<file path="config.mk">
export PLATFORM = sky130hd
export DESIGN_NAME = multi_timeframe_ohlc_candles_unit
export DESIGN_NICKNAME = d
export VERILOG_FILES = /design/src/design/mtoc_pkg.sv /design/src/design/multi_timeframe_ohlc_candles_unit.sv /design/src/design/mtoc_cdiv.sv /design/src/design/mtoc_front.sv /design/src/design/mtoc_fifo.sv /design/src/design/mtoc_back.sv
export SDC_FILE = /design/constraint.sdc
export NUM_CORES = 2
export LEC_CHECK = 0
export BUFFER_PORTS_ARGS = -buffer_cell sky130_fd_sc_hd__buf_2
export CORE_MARGIN = 1
export CORE_UTILIZATION = 50
export DETAILED_ROUTE_END_ITERATION = 6
export PLACE_DENSITY = 0.76
export SYNTH_ARGS = -nofsm -noshare
export SYNTH_HDL_FRONTEND = slang
export SYNTH_HIERARCHICAL = 1
export SYNTH_SLANG_ARGS = --single-unit
</file>
<file path="constraint.sdc">
create_clock -name clk -period 79.3 [get_ports clk]
set_clock_uncertainty 0.05 [all_clocks]
set_input_delay 11.895 -clock clk [delete_from_list [all_inputs] [get_ports clk]]
set_output_delay 11.895 -clock clk [all_outputs]
set_load 0.02 [all_outputs]
</file>
<file path="src/design/mtoc_pkg.sv">
`default_nettype none

package mtoc_pkg;

	// field widths
	localparam int TS_W    = 64;
	localparam int PRICE_W = 16;
	localparam int SEC_W   = 35;
	localparam int LVL_W   = 2;
	localparam int LEVELS  = 4;

	// nanoseconds to seconds: 1e9 = 2^9 * 1953125
	localparam int NS_SHIFT = 9;
	localparam int NS_DEN   = 1953125;
	localparam int NS_NUM_W = TS_W - NS_SHIFT;

	// timeframe spans in seconds
	localparam int SECS_PER_MIN  = 60;
	localparam int MINS_PER_HOUR = 60;
	localparam int HOURS_PER_DAY = 24;
	localparam int SECS_PER_HOUR = SECS_PER_MIN * MINS_PER_HOUR;
	localparam int SECS_PER_DAY  = SECS_PER_HOUR * HOURS_PER_DAY;

	// quotient widths of the seconds dividers
	localparam int MIN_Q_W  = SEC_W - $clog2(SECS_PER_MIN) + 1;
	localparam int HOUR_Q_W = SEC_W - $clog2(SECS_PER_HOUR) + 1;
	localparam int DAY_Q_W  = SEC_W - $clog2(SECS_PER_DAY) + 1;

	// level codes
	localparam logic [LVL_W-1:0] LVL_SECOND = 2'd0;
	localparam logic [LVL_W-1:0] LVL_MINUTE = 2'd1;
	localparam logic [LVL_W-1:0] LVL_HOUR   = 2'd2;
	localparam logic [LVL_W-1:0] LVL_DAY    = 2'd3;

	// classified trade handed from front to back
	typedef struct packed {
		logic                                first;
		logic [LEVELS-1:0]                   adv;
		logic [PRICE_W-1:0]                  price;
		logic [LEVELS-1:0][SEC_W-1:0]        start;
	} entry_t;

	// one closed candle
	typedef struct packed {
		logic [LVL_W-1:0]   level;
		logic [SEC_W-1:0]   start;
		logic [PRICE_W-1:0] open_p;
		logic [PRICE_W-1:0] high_p;
		logic [PRICE_W-1:0] low_p;
		logic [PRICE_W-1:0] close_p;
		logic               last;
	} result_t;

endpackage

`default_nettype wire

</file>
<file path="src/design/multi_timeframe_ohlc_candles_unit.sv">
// Multi-timeframe candle builder (second, minute, hour, day).
// Slave stream: one trade per request, s_tdata = timestamp (ns) and price.
// Master stream: one closed candle per request, m_tuser = level,
// m_tlast marks the final candle caused by one trade.
// Throughput: one trade per cycle while the queue has room. A trade that closes
// k candles holds the back end until all k are sent, one candle per cycle
// through the output register while the receiver is ready.
// The front end spends 7 stages converting nanoseconds to seconds and 6 more
// splitting seconds into minute, hour and day periods, then the trade passes
// through the queue write and the output register.
// A queue of QUEUE_DEPTH trades parts the front end from the back end, so
// trades keep flowing while a burst of candles drains.
// When the receiver stalls, the output register holds its candle, the
// queue fills and then s_tready drops, stalling the whole front pipeline.
// Reset clears all candles and the period state; the first trade after
// reset opens every level and emits nothing.
`default_nettype none

module multi_timeframe_ohlc_candles_unit #(
	parameter int QUEUE_DEPTH = 4
) (
	input  wire logic         clk,
	input  wire logic         arst_n,
	input  wire logic         s_tvalid,
	output logic              s_tready,
	// [63:0] timestamp_ns, [79:64] price
	input  wire logic [79:0]  s_tdata,
	output logic              m_tvalid,
	input  wire logic         m_tready,
	// [34:0] period_start_s, [50:35] open_price, [66:51] high_price,
	// [82:67] low_price, [98:83] close_price, [103:99] zero
	output logic      [103:0] m_tdata,
	// [1:0] level
	output logic      [1:0]   m_tuser,
	output logic              m_tlast
);

	localparam int ENTRY_W = $bits(mtoc_pkg::entry_t);

	logic              push;
	logic              full;
	logic              pop;
	logic              not_empty;
	mtoc_pkg::entry_t  f_entry;
	mtoc_pkg::entry_t  b_entry;
	logic [ENTRY_W-1:0] q_dout;
	mtoc_pkg::result_t res;

	// front end: time conversion and classification
	mtoc_front u_front (
		.clk     (clk),
		.arst_n  (arst_n),
		.in_valid(s_tvalid),
		.in_ready(s_tready),
		.ts      (s_tdata[63:0]),
		.price   (s_tdata[79:64]),
		.full    (full),
		.push    (push),
		.entry   (f_entry)
	);

	// request queue
	mtoc_fifo #(
		.W    (ENTRY_W),
		.DEPTH(QUEUE_DEPTH)
	) u_fifo (
		.clk      (clk),
		.arst_n   (arst_n),
		.push     (push),
		.din      (f_entry),
		.full     (full),
		.pop      (pop),
		.not_empty(not_empty),
		.dout     (q_dout)
	);

	assign b_entry = mtoc_pkg::entry_t'(q_dout);

	// back end: candle state and emission
	mtoc_back u_back (
		.clk      (clk),
		.arst_n   (arst_n),
		.q_valid  (not_empty),
		.q_entry  (b_entry),
		.q_pop    (pop),
		.res_valid(m_tvalid),
		.res_ready(m_tready),
		.res      (res)
	);

	assign m_tdata = {5'b0, res.close_p, res.low_p, res.high_p, res.open_p, res.start};
	assign m_tuser = res.level;
	assign m_tlast = res.last;

endmodule

`default_nettype wire

</file>
<file path="src/design/mtoc_cdiv.sv">
`default_nettype none

// pipelined restoring divider by a constant, ceil(Q_W/STAGES) quotient bits per stage
module mtoc_cdiv #(
	parameter int NUM_W  = 35,
	parameter int Q_W    = 30,
	parameter int DEN    = 60,
	parameter int STAGES = 6
) (
	input  wire logic                     clk,
	input  wire logic                     en,
	input  wire logic [NUM_W-1:0]         num,
	output logic      [Q_W-1:0]           quo,
	output logic      [$clog2(DEN)-1:0]   rem
);

	localparam int R_W   = $clog2(DEN);
	localparam int STEPS = (Q_W + STAGES - 1) / STAGES;

	logic [R_W-1:0] rem_in;
	logic [Q_W-1:0] wrk_in;
	logic [R_W-1:0] rem_s [STAGES];
	logic [Q_W-1:0] wrk_s [STAGES];

	// top bits start as the partial remainder, low bits shift through
	assign rem_in = R_W'(num >> Q_W);
	assign wrk_in = num[Q_W-1:0];

	for (genvar g = 0; g < STAGES; g++) begin : g_stage
		logic [R_W-1:0] rem_src;
		logic [Q_W-1:0] wrk_src;
		logic [R_W-1:0] rem_d;
		logic [Q_W-1:0] wrk_d;

		if (g == 0) begin : g_first
			assign rem_src = rem_in;
			assign wrk_src = wrk_in;
		end else begin : g_next
			assign rem_src = rem_s[g-1];
			assign wrk_src = wrk_s[g-1];
		end

		// compare and subtract once per quotient bit
		always_comb begin
			logic [R_W:0] t;
			rem_d = rem_src;
			wrk_d = wrk_src;
			t = '0;
			for (int k = 0; k < STEPS; k++) begin
				if (g * STEPS + k < Q_W) begin
					t = {rem_d, wrk_d[Q_W-1]};
					if (t >= (R_W+1)'(DEN)) begin
						rem_d = R_W'(t - (R_W+1)'(DEN));
						wrk_d = {wrk_d[Q_W-2:0], 1'b1};
					end else begin
						rem_d = R_W'(t);
						wrk_d = {wrk_d[Q_W-2:0], 1'b0};
					end
				end
			end
		end

		always_ff @(posedge clk) begin
			if (en) begin
				rem_s[g] <= rem_d;
				wrk_s[g] <= wrk_d;
			end
		end
	end

	assign quo = wrk_s[STAGES-1];
	assign rem = rem_s[STAGES-1];

endmodule

`default_nettype wire

</file>
<file path="src/design/mtoc_front.sv">
`default_nettype none

// front: time conversion pipeline and period classification
module mtoc_front (
	input  wire logic                         clk,
	input  wire logic                         arst_n,
	input  wire logic                         in_valid,
	output logic                              in_ready,
	input  wire logic [mtoc_pkg::TS_W-1:0]    ts,
	input  wire logic [mtoc_pkg::PRICE_W-1:0] price,
	input  wire logic                         full,
	output logic                              push,
	output mtoc_pkg::entry_t                  entry
);

	localparam int NS_STG  = 7;
	localparam int SEC_STG = 6;
	localparam int TOT_STG = NS_STG + SEC_STG;
	localparam int SEC_W   = mtoc_pkg::SEC_W;
	localparam int LEVELS  = mtoc_pkg::LEVELS;
	localparam int RM_W    = $clog2(mtoc_pkg::SECS_PER_MIN);
	localparam int RH_W    = $clog2(mtoc_pkg::SECS_PER_HOUR);
	localparam int RD_W    = $clog2(mtoc_pkg::SECS_PER_DAY);

	logic                        en;
	logic [TOT_STG-1:0]          vld_q;
	logic [mtoc_pkg::PRICE_W-1:0] prc_s [TOT_STG];
	logic [SEC_W-1:0]            sec_s [SEC_STG];
	logic [SEC_W-1:0]            ns_sec;
	logic [$clog2(mtoc_pkg::NS_DEN)-1:0] ns_rem;
	logic [mtoc_pkg::MIN_Q_W-1:0]  min_quo;
	logic [mtoc_pkg::HOUR_Q_W-1:0] hour_quo;
	logic [mtoc_pkg::DAY_Q_W-1:0]  day_quo;
	logic [RM_W-1:0]             rem_min;
	logic [RH_W-1:0]             rem_hour;
	logic [RD_W-1:0]             rem_day;
	logic [LEVELS-1:0][SEC_W-1:0] new_start;
	logic [LEVELS-1:0][SEC_W-1:0] start_q;
	logic                        have_q;
	logic                        later;
	logic [LEVELS-1:0]           adv;

	// whole pipeline stalls together when the queue is full and the last stage holds a trade
	assign en       = ~vld_q[TOT_STG-1] | ~full;
	assign in_ready = en;
	assign push     = vld_q[TOT_STG-1] & en;

	always_ff @(posedge clk or negedge arst_n) begin
		if (!arst_n) begin
			vld_q <= '0;
		end else if (en) begin
			vld_q <= {vld_q[TOT_STG-2:0], in_valid};
		end
	end

	// price and seconds ride alongside the dividers
	always_ff @(posedge clk) begin
		if (en) begin
			prc_s[0] <= price;
			for (int i = 1; i < TOT_STG; i++) prc_s[i] <= prc_s[i-1];
			sec_s[0] <= ns_sec;
			for (int i = 1; i < SEC_STG; i++) sec_s[i] <= sec_s[i-1];
		end
	end

	// nanoseconds to whole seconds
	mtoc_cdiv #(
		.NUM_W (mtoc_pkg::NS_NUM_W),
		.Q_W   (SEC_W),
		.DEN   (mtoc_pkg::NS_DEN),
		.STAGES(NS_STG)
	) u_ns_div (
		.clk(clk),
		.en (en),
		.num(ts[mtoc_pkg::TS_W-1:mtoc_pkg::NS_SHIFT]),
		.quo(ns_sec),
		.rem(ns_rem)
	);

	// seconds into minute, hour and day remainders
	mtoc_cdiv #(
		.NUM_W (SEC_W),
		.Q_W   (mtoc_pkg::MIN_Q_W),
		.DEN   (mtoc_pkg::SECS_PER_MIN),
		.STAGES(SEC_STG)
	) u_min_div (
		.clk(clk),
		.en (en),
		.num(ns_sec),
		.quo(min_quo),
		.rem(rem_min)
	);

	mtoc_cdiv #(
		.NUM_W (SEC_W),
		.Q_W   (mtoc_pkg::HOUR_Q_W),
		.DEN   (mtoc_pkg::SECS_PER_HOUR),
		.STAGES(SEC_STG)
	) u_hour_div (
		.clk(clk),
		.en (en),
		.num(ns_sec),
		.quo(hour_quo),
		.rem(rem_hour)
	);

	mtoc_cdiv #(
		.NUM_W (SEC_W),
		.Q_W   (mtoc_pkg::DAY_Q_W),
		.DEN   (mtoc_pkg::SECS_PER_DAY),
		.STAGES(SEC_STG)
	) u_day_div (
		.clk(clk),
		.en (en),
		.num(ns_sec),
		.quo(day_quo),
		.rem(rem_day)
	);

	// period starts of the trade at each level
	always_comb begin
		new_start[0] = sec_s[SEC_STG-1];
		new_start[1] = sec_s[SEC_STG-1] - SEC_W'(rem_min);
		new_start[2] = sec_s[SEC_STG-1] - SEC_W'(rem_hour);
		new_start[3] = sec_s[SEC_STG-1] - SEC_W'(rem_day);
	end

	// a later second closes every level whose period start moved
	always_comb begin
		later  = have_q & (new_start[0] > start_q[0]);
		adv[0] = later;
		for (int l = 1; l < LEVELS; l++) adv[l] = later & (new_start[l] > start_q[l]);
	end

	always_comb begin
		entry.first = ~have_q;
		entry.adv   = adv;
		entry.price = prc_s[TOT_STG-1];
		entry.start = start_q;
	end

	// current period starts; late and same-second trades leave them
	always_ff @(posedge clk or negedge arst_n) begin
		if (!arst_n) begin
			have_q  <= 1'b0;
			start_q <= '0;
		end else if (push) begin
			have_q <= 1'b1;
			if (!have_q || later) start_q <= new_start;
		end
	end

endmodule

`default_nettype wire

</file>
<file path="src/design/mtoc_fifo.sv">
`default_nettype none

// short request queue between front and back
module mtoc_fifo #(
	parameter int W     = 8,
	parameter int DEPTH = 4
) (
	input  wire logic         clk,
	input  wire logic         arst_n,
	input  wire logic         push,
	input  wire logic [W-1:0] din,
	output logic              full,
	input  wire logic         pop,
	output logic              not_empty,
	output logic [W-1:0]      dout
);

	localparam int AW = $clog2(DEPTH);
	localparam int CW = $clog2(DEPTH + 1);

	logic [W-1:0]  mem_q [DEPTH];
	logic [AW-1:0] wr_q;
	logic [AW-1:0] rd_q;
	logic [CW-1:0] cnt_q;
	logic          do_push;
	logic          do_pop;

	assign full      = (cnt_q == CW'(DEPTH));
	assign not_empty = (cnt_q != '0);
	assign do_push   = push & ~full;
	assign do_pop    = pop & not_empty;
	assign dout      = mem_q[rd_q];

	always_ff @(posedge clk) begin
		if (do_push) mem_q[wr_q] <= din;
	end

	// pointers and fill count
	always_ff @(posedge clk or negedge arst_n) begin
		if (!arst_n) begin
			wr_q  <= '0;
			rd_q  <= '0;
			cnt_q <= '0;
		end else begin
			if (do_push) wr_q <= (wr_q == AW'(DEPTH - 1)) ? '0 : wr_q + 1'b1;
			if (do_pop) rd_q <= (rd_q == AW'(DEPTH - 1)) ? '0 : rd_q + 1'b1;
			if (do_push && !do_pop) cnt_q <= cnt_q + 1'b1;
			else if (do_pop && !do_push) cnt_q <= cnt_q - 1'b1;
		end
	end

endmodule

`default_nettype wire

</file>
<file path="src/design/mtoc_back.sv">
`default_nettype none

// back: candle state, emits closed candles one per cycle while the output slot is free
module mtoc_back (
	input  wire logic             clk,
	input  wire logic             arst_n,
	input  wire logic             q_valid,
	input  wire mtoc_pkg::entry_t q_entry,
	output logic                  q_pop,
	output logic                  res_valid,
	input  wire logic             res_ready,
	output mtoc_pkg::result_t     res
);

	localparam int LEVELS  = mtoc_pkg::LEVELS;
	localparam int PRICE_W = mtoc_pkg::PRICE_W;

	logic [PRICE_W-1:0] open_q  [LEVELS];
	logic [PRICE_W-1:0] high_q  [LEVELS];
	logic [PRICE_W-1:0] low_q   [LEVELS];
	logic [PRICE_W-1:0] close_q [LEVELS];
	logic [LEVELS-1:0]  done_q;
	logic               res_valid_q;
	mtoc_pkg::result_t  res_q;

	logic [LEVELS-1:0]         pend;
	logic [LEVELS-1:0]         sel_bit;
	logic [mtoc_pkg::LVL_W-1:0] sel_lvl;
	logic                      is_last;
	logic                      slot_free;
	logic                      emit;
	logic                      finish;

	// lowest level still to be emitted for this trade
	always_comb begin
		pend = q_entry.adv & ~done_q;
		priority if (pend[0]) begin
			sel_lvl = mtoc_pkg::LVL_SECOND;
			sel_bit = 4'b0001;
		end else if (pend[1]) begin
			sel_lvl = mtoc_pkg::LVL_MINUTE;
			sel_bit = 4'b0010;
		end else if (pend[2]) begin
			sel_lvl = mtoc_pkg::LVL_HOUR;
			sel_bit = 4'b0100;
		end else begin
			sel_lvl = mtoc_pkg::LVL_DAY;
			sel_bit = 4'b1000;
		end
		is_last = ((pend & ~sel_bit) == '0);
	end

	assign slot_free = ~res_valid_q | res_ready;
	assign emit      = q_valid & (pend != '0) & slot_free;
	assign finish    = q_valid & ((pend == '0) | (emit & is_last));
	assign q_pop     = finish;

	// output register and progress through the trade
	always_ff @(posedge clk or negedge arst_n) begin
		if (!arst_n) begin
			res_valid_q <= 1'b0;
			done_q      <= '0;
		end else begin
			if (emit) res_valid_q <= 1'b1;
			else if (res_ready) res_valid_q <= 1'b0;
			if (finish) done_q <= '0;
			else if (emit) done_q <= done_q | sel_bit;
		end
	end

	always_ff @(posedge clk) begin
		if (emit) begin
			res_q.level   <= sel_lvl;
			res_q.start   <= q_entry.start[sel_lvl];
			res_q.open_p  <= open_q[sel_lvl];
			res_q.high_p  <= high_q[sel_lvl];
			res_q.low_p   <= low_q[sel_lvl];
			res_q.close_p <= close_q[sel_lvl];
			res_q.last    <= is_last;
		end
	end

	// candle update once the trade is done with
	always_ff @(posedge clk or negedge arst_n) begin
		if (!arst_n) begin
			for (int l = 0; l < LEVELS; l++) begin
				open_q[l]  <= '0;
				high_q[l]  <= '0;
				low_q[l]   <= '0;
				close_q[l] <= '0;
			end
		end else if (finish) begin
			for (int l = 0; l < LEVELS; l++) begin
				if (q_entry.first || q_entry.adv[l]) begin
					open_q[l] <= q_entry.price;
					high_q[l] <= q_entry.price;
					low_q[l]  <= q_entry.price;
				end else begin
					if (q_entry.price > high_q[l]) high_q[l] <= q_entry.price;
					if (q_entry.price < low_q[l]) low_q[l] <= q_entry.price;
				end
				close_q[l] <= q_entry.price;
			end
		end
	end

	assign res_valid = res_valid_q;
	assign res       = res_q;

endmodule

`default_nettype wire

</file>
==> qor.yml <==
global_routing:
  grt-ovfl-total: 0
  grt_max_degree: 148
  antenna_found_initial: 5
  grt_pass1_vias: 95907
  grt_pass1_wl_um: 509200
  grt_usage: 0.2202
clock_tree:
  cts_resized: 0
  postCtsSetupBuffers: 0
  htreeDepth: 4
  worstSkewPairLatency_ps: 950
  cts_buffer_depth: 4
  clkSinkCount: 2290
  cts_root_buffer: "clkbuf_16"
  clkTransAtPathRegs_ps: 60
  ctsHoldBuffers: 0
  cts_tree: "done"
  numCtsBuffers: 238
cells_and_area:
  postLayoutCellArea_mm2: 0.1513
  nNetsFinal: 13311
  multi_input_area_mm2: 0.06746
  layout-drive-gt1-share: 0.1292
  syn2layout_area_growth_pct: 8.875
  final.fill_count: 23078
  register_area_mm2: 0.06690
logic_synthesis:
  yosys_warnings: 6
  syn_area_mm2: 0.1390
  netlist_instances: 12739
  syn_avg_cell_area_um2: 10.91
drt:
  viasPerCell: 6.069
  wl_per_cell_um: 19.08
  ant_nets: 0
  vias: 101238
  finalWirelength_um: 318200
  drt_iter0_markers: 8973
  firstDrtPassIters: 6
  drc: 0
setup_path:
  required_ps: 79880
  slowest_delay_ps: 820
  arrival_ps: 22570
  crit_type: "in2reg"
  critPathCaptureType: "register"
  crit_family: "compound AO/OA/AOI/OAI gates"
  cp_max_fo: 18
  path_buf_inv: 4
  cp_slowest_cell: "o2111ai_1"
  cp-start-kind: "input port"
floorplanning:
  fp.dieW_um: 529.3
  die_area_mm2: 0.2801
  core_area_mm2: 0.2765
  io_pins: 193
  fp-row-count: 193
  fp.dieH_um: 529.3
  initial_core_util: 0.5027
sta:
  final.min_clock_period_ps: 21990
  rsz0062_at_grt: "false"
  finalHoldViolations: 0
  setup_viol: 0
  drv_slew: 0
  max_slew.worst_pin.slew_ps: 1283
  relSlewSlack: 0.1337
  timing.fmax_mhz: 45.47
  tns_ps: 0
  finalCritPeriodShare: 0.2773
placed_design:
  dp_hpwl_um: 219900
  gp_congestion: 0.9196
  placed_area_mm2: 0.1429
  portBuffers: 178
run_status:
  status: "finished clean"
min_path:
  hold_path.class: "reg2reg"
job:
  maxCapViolCount: 0
-- per-stage QoR --
stage	instances	setup WS [ps]	util	hold WS (ps)
after detailed placement	16234	56600	0.5169	354.5
after global placement	16234	56600	0.5169	350.2
final	16680	57310	0.5473	271.6
after global routing	16678	56210	0.5473	272.6
after CTS	16677	57550	0.5473	260.0
after floorplan	12743	34940	-	350.3
-- cells in the final DEF, fill, tap and decap left out, types with 46 or more instances in the layout --
master	n
clkinv_2	49
xor2_1	280
o21ai_0	628
nand3b_1	50
o21ai_1	69
a211oi_1	144
a21boi_0	47
nor3b_1	46
a31oi_1	149
nand3_1	324
edfxtp_1	1916
mux2_2	388
buf_2	177
nor2_1	792
dfrtp_1	372
nor2b_1	93
mux2i_1	156
o21a_1	127
or3_1	122
and2_1	126
nand4_1	144
ha_1	454
a21oi_1	812
and3_1	118
nor4_1	75
o22ai_1	62
o31ai_1	98
clkbuf_16	239
a21o_1	153
xnor2_1	644
buf_4	78
nand2b_1	113
nand2_1	1057
mux4_2	161
inv_1	615
or2_2	87
o31a_1	50
nor3_1	291
o211ai_1	182
a211o_1	60
-- cell type report --
| cell class | count | share of cell area |
|---|---|---|
| diodes | 3 | 0.00004961 |
| clock buffers | 276 | 0.04136 |
| clock inverters | 167 | 0.01415 |
| inverters | 641 | 0.01591 |
| multi-input cells | 9340 | 0.4457 |
| flip-flops and latches | 2290 | 0.4421 |
| well taps | 3705 | 0.03063 |
| repair buffers | 258 | 0.01009 |
-- metal layers --
metal,vias up,track usage,routed length [um],share of wire
li1,48597,-,-,-
met1,49128,0.2977,140800,0.44
met2,2960,0.3690,150900,0.47
met3,551,0.02365,16410,0.052
met4,2,0.07236,10160,0.032
met5,-,0,13,0.000041
-- flip-flops by register name, indices dropped and copies added, names as in the netlist, 72 cells and up --
signal and count:
u_fifo/mem_q 644, u_front/u_ns_div/wrk_s 245, u_front/sec_s 210, u_front/prc_s 208, u_front/entry 140, u_front/u_ns_div/rem_s 126
u_back/res 102, u_front/u_day_div/rem_s 102, u_front/u_min_div/wrk_s 75, u_front/u_hour_div/rem_s 72
-- worst paths after layout --
| kind | slack, ps | startpoint | end | cells past startpoint |
|---|---|---|---|---|
| setup / recovery | 57310 | s_tdata[44] | u_front/u_ns_div/rem_s[0][15]$_DFFE_PP_ | 39 |
| hold / removal | 270 | u_front/sec_s[1][29]$_DFFE_PP_ | u_front/sec_s[2][29]$_DFFE_PP_ | 0 |
| setup reg to reg | 67540 | u_front/u_ns_div/rem_s[2][6]$_DFFE_PP_ | u_front/u_ns_div/rem_s[3][14]$_DFFE_PP_ | 40 |
| hold reg to reg | 270 | u_front/sec_s[1][29]$_DFFE_PP_ | u_front/sec_s[2][29]$_DFFE_PP_ | 0 |
| max in group asynchronous | 65850 | arst_n | u_fifo/rd_q[1]$_DFFE_PN0P_ | 3 |
| min in group asynchronous | 10970 | arst_n | u_back/high_q[39]$_DFFE_PN0P_ | 1 |
Power is left out: the tool's default activity adds up to more than one toggle a clock period on the data nets, which glitch-free logic cannot reach.
